[config.mk]
export PLATFORM = sky130hd
export DESIGN_NAME = vqnca_ram
export DESIGN_NICKNAME = d
export VERILOG_FILES = /design/src/hdl/vqnca_ram.sv
export SDC_FILE = /design/constraint.sdc
export NUM_CORES = 1
export LEC_CHECK = 0
export BUFFER_PORTS_ARGS = -buffer_cell sky130_fd_sc_hd__buf_2
export CORE_MARGIN = 1
export CORE_UTILIZATION = 35
export CTS_BUF_LIST = sky130_fd_sc_hd__clkbuf_8
export DETAILED_ROUTE_END_ITERATION = 7
export HOLD_SLACK_MARGIN = 0.03
export PLACE_DENSITY_LB_ADDON = 0.25
export SLEW_MARGIN = 25
export SYNTH_ARGS = -nofsm -noshare
export SYNTH_HDL_FRONTEND = slang
export SYNTH_SLANG_ARGS = --single-unit
[constraint.sdc]
create_clock -name clk -period 2.2 [get_ports clk]
set_input_delay 0.22 -clock clk [delete_from_list [all_inputs] [get_ports clk]]
set_output_delay 0.22 -clock clk [all_outputs]
set_load 0.01 [all_outputs]
[src/hdl/vqnca_ram.sv]
// ----------------------------------------------------------------------------
// vqnca_ram: generic single-port-write RAM
// One write port, one read port, registered read data.
// ----------------------------------------------------------------------------
module vqnca_ram #(
  parameter int Width = 16,
  parameter int Dep   = 64
) (
  input  logic                   clk,
  input  logic                   we,
  input  logic [$clog2(Dep)-1:0] waddr,
  input  logic [Width-1:0]       wdata,
  input  logic [$clog2(Dep)-1:0] raddr,
  output logic [Width-1:0]       rdata
);

  logic [Width-1:0] mem [Dep];

  always_ff @(posedge clk) begin
    if (we) begin
      mem[waddr] <= wdata;
    end
    rdata <= mem[raddr];
  end

endmodule

==> flow_metrics.env <==
export IMPL_combPwrFrac_pct=6.1
export IMPL_seqPwrFrac_pct=55.6
export IMPL_cts_clk_slew_worst_paths_ns=0.06
export IMPL_port_buffers=45
export IMPL_final_cell_mix="edfxtp_1 (1024), mux4_2 (220), buf_4 (180), clkbuf_8 (177), mux2i_1 (85)"
export IMPL_grt_usage_pct=18.17
export IMPL_worstSetupEndpointType="flip-flop"
export IMPL_power_density_nw_per_um2=834.9
export IMPL_p_int_uw=30520
export IMPL_post_route_drc_count=0
export IMPL_grt_max_degree=65
export IMPL_path_cells="mux4_2, mux2i_1, buf_4, nand3_1, a31oi_1, buf_4, a311oi_1"
export IMPL_clock_latency_ns=0.82
export IMPL_rsz0062_at_grt="false"
export IMPL_syn_nets=1859
export IMPL_switchingPower_uw=9069
export IMPL_synthCells=1829
export IMPL_ir_worst_vdd_mv=0.5331
export IMPL_wl_per_cell_um=27.10
export IMPL_gp_congestion=0.8162
export IMPL_worstPathRequired_ns=2.88
export IMPL_final_common_cell="edfxtp_1"
export IMPL_slowest_stage="mux4_2"
export IMPL_cp_start_kind="flip-flop"
export IMPL_worst_pin_slew_ns=0.9924
export IMPL_final_area_sq_um=47420
export IMPL_fmax_mhz=466.7
export IMPL_netlist_area_sq_um=40040
export IMPL_fin_ws_ns=0.05729
export IMPL_period_share_pct=97.40
export IMPL_core_area_sq_um=113000
export IMPL_crit_family="multiplexers"
export IMPL_ys_ff_latch=1040
export IMPL_timing_hold_ws_ns=0.08980
export IMPL_routed_wl_mm=104.3
export IMPL_cts_sinks=1040
export IMPL_cts_inserted_buffers=170
export IMPL_num_vias=20010
export IMPL_status="completed"
export IMPL_via_per_inst=5.198
export IMPL_grt_pass1_wl_mm=150.5
export IMPL_start_util_pct=35.45
export IMPL_utilization_pct=41.98
export IMPL_synth_cell_types=43
export IMPL_fin_crit_ns=2.143
export IMPL_cp_arrival_ns=2.82
export IMPL_cts_max_level=4
export IMPL_path_buf_inv=2
export IMPL_ys_warn_count=0
export IMPL_max_clock_path_buffers=3
export IMPL_syn2layout_area_growth_pct=18.42
export IMPL_finClkSkew_ns=0.05854
export IMPL_drive_gt1_share_pct=32.35
export IMPL_io_pins=46
export IMPL_netSwitchingFraction_pct=22.91
export IMPL_cts_tree="built"
export IMPL_slew_violations=0
export IMPL_die_h_um=340.2
export IMPL_grt_ovfl_total=0
export IMPL_dr_pass1_iters=5
export IMPL_cp_slowest_stage_delay_ns=0.50
export IMPL_setup_viol=0
export IMPL_leakage_uw=0.01549
export IMPL_setup_tns_final_ns=0
export IMPL_dp_hpwl_mm=65.26
export IMPL_synth_seq_area_share_pct=77.59
export IMPL_avgSynthCellArea_sq_um=21.89
export IMPL_relSlewSlack_pct=33.70
export IMPL_cts_root_buf="clkbuf_8"
export IMPL_crit_type="reg -> reg"
export IMPL_final_hold_violation_count=0
export IMPL_die_area_sq_um=115800
export IMPL_place_area_sq_um=44160
export IMPL_hp_class="in -> reg"
export IMPL_filler_cell_count=9901
export IMPL_antenna_found_initial=11
export IMPL_power_share_clock_pct=38.3
export IMPL_dr_first_iter_drc_count=1944
export IMPL_cp_common_cell="buf_4"
export IMPL_nets=2238
export IMPL_fp_row_count=123
export IMPL_postRouteAntennaNets=0
export IMPL_maxCapViolCount=0
export IMPL_die_w_um=340.2
export IMPL_dpl_worst_slack_ns=-0.5355
export IMPL_first_global_vias=21110
export IMPL_crit_fanout=1
-- kinds of logic after synthesis --
| logic type | count (synthesis) | share of synthesized area [%] |
|---|---|---|
| AOI/OAI and AO/OA | 129 | 2.409 |
| buffers and inverters | 104 | 1.831 |
| muxes | 336 | 15.52 |
| and+or+nand+nor | 220 | 2.647 |
| DFF | 1040 | 77.59 |
-- per-layer routing --
layer  GRT usage [%]  share of wire [%]  vias to the layer above
met1           24.47                 43                    10650
met5               0              0.035                        -
met2           28.30                 47                      711
met3           4.977                7.2                      163
met4           6.474                2.9                        6
li1                -                  -                     8478
-- worst reg2reg max path, cell delays in order, from the launching register on --
cell and delay, ns:
edfxtp_1 0.36, mux4_2 0.50, mux2i_1 0.31, buf_4 0.18
nand3_1 0.23, a31oi_1 0.25, buf_4 0.15, a311oi_1 0.04
-- power by group through the flow --
stage	Sequential, uW	Clock (uW)	Combinational [uW]
floorplan	22400	0	1140
CTS	22000	15500	2440
finish	22000	15200	2400
detailed placement	22400	0	2410
global route	22000	16400	2550
global placement	22400	0	2380
-- stage by stage --
stage / total power [uW] / cells
after floorplan: 23540 / 1829
after global placement: 24800 / 3518
after detailed placement: 24840 / 3518
after CTS: 39990 / 3846
after global routing: 40920 / 3847
final: 39590 / 3849
-- cells in the mapped netlist --
cell,count,share of area (%)
a22oi_1,39,0.73
a311oi_1,8,0.17
nor2_2,2,0.031
edfxtp_1,1024,77
nor2b_1,30,0.47
clkbuf_4,1,0.019
nand2_4,1,0.028
a221o_1,6,0.15
nor4_2,3,0.094
buf_12,5,0.25
a41oi_1,5,0.11
buf_2,36,0.45
nand4b_1,1,0.022
buf_8,3,0.11
and4_1,5,0.11
a31oi_1,8,0.12
clkbuf_2,2,0.025
a22o_1,6,0.13
and2_1,2,0.031
nand3b_1,2,0.037
buf_4,13,0.24
nor2_1,72,0.67
a221oi_1,16,0.35
dfxtp_1,16,0.80
nand2b_1,3,0.047
nand2_1,59,0.55
mux4_2,220,12
buf_6,17,0.48
mux2_2,27,0.76
mux4_1,4,0.26
buf_1,3,0.028
clkbuf_1,24,0.22
a21oi_1,17,0.21
mux2i_1,85,2.1
nand3_1,24,0.30
or3_1,1,0.016
o21ai_1,3,0.037
a211o_1,8,0.17
o21ai_0,5,0.062
a211oi_1,8,0.15
nor3_1,2,0.025
or3b_2,1,0.022
nand4_1,12,0.19
-- sequential cells by signal, indices dropped and copies added (netlist names) --
signal / cells
mem: 1024
rdata: 16
-- layout make-up --
type	instances	area [sq um]	area share [%]
timing repair buffer	311	3144	6.631
tap	1500	1877	3.958
clock inverter	133	610.6	1.288
antenna	3	7.507	0.01583
sequential	1040	31070	65.52
clock buffer	177	2436	5.137
multi-input combinational	685	8273	17.45
-- path summary, 6_finish.rpt --
path / cells past startpoint / end / slack [ns] / startpoint
worst max-delay path: 7 / rdata[3]$_DFF_P_ / 0.06 / mem[31][3]$_DFFE_PP_
worst min-delay path: 2 / mem[28][2]$_DFFE_PP_ / 0.09 / wdata[2]
worst min register to register: 4 / rdata[2]$_DFF_P_ / 0.88 / mem[10][2]$_DFFE_PP_
worst max register to register: 7 / rdata[3]$_DFF_P_ / 0.06 / mem[31][3]$_DFFE_PP_
-- timing repair --
item / CTS / global route
endpoints found under the hold margin: 695 / 0
hold buffers: 18 / 0
resized for setup: 1 / 2
setup endpoints to repair: 1 / 2
setup buffers: 0 / 0
(Power assumes the default switching activity.)
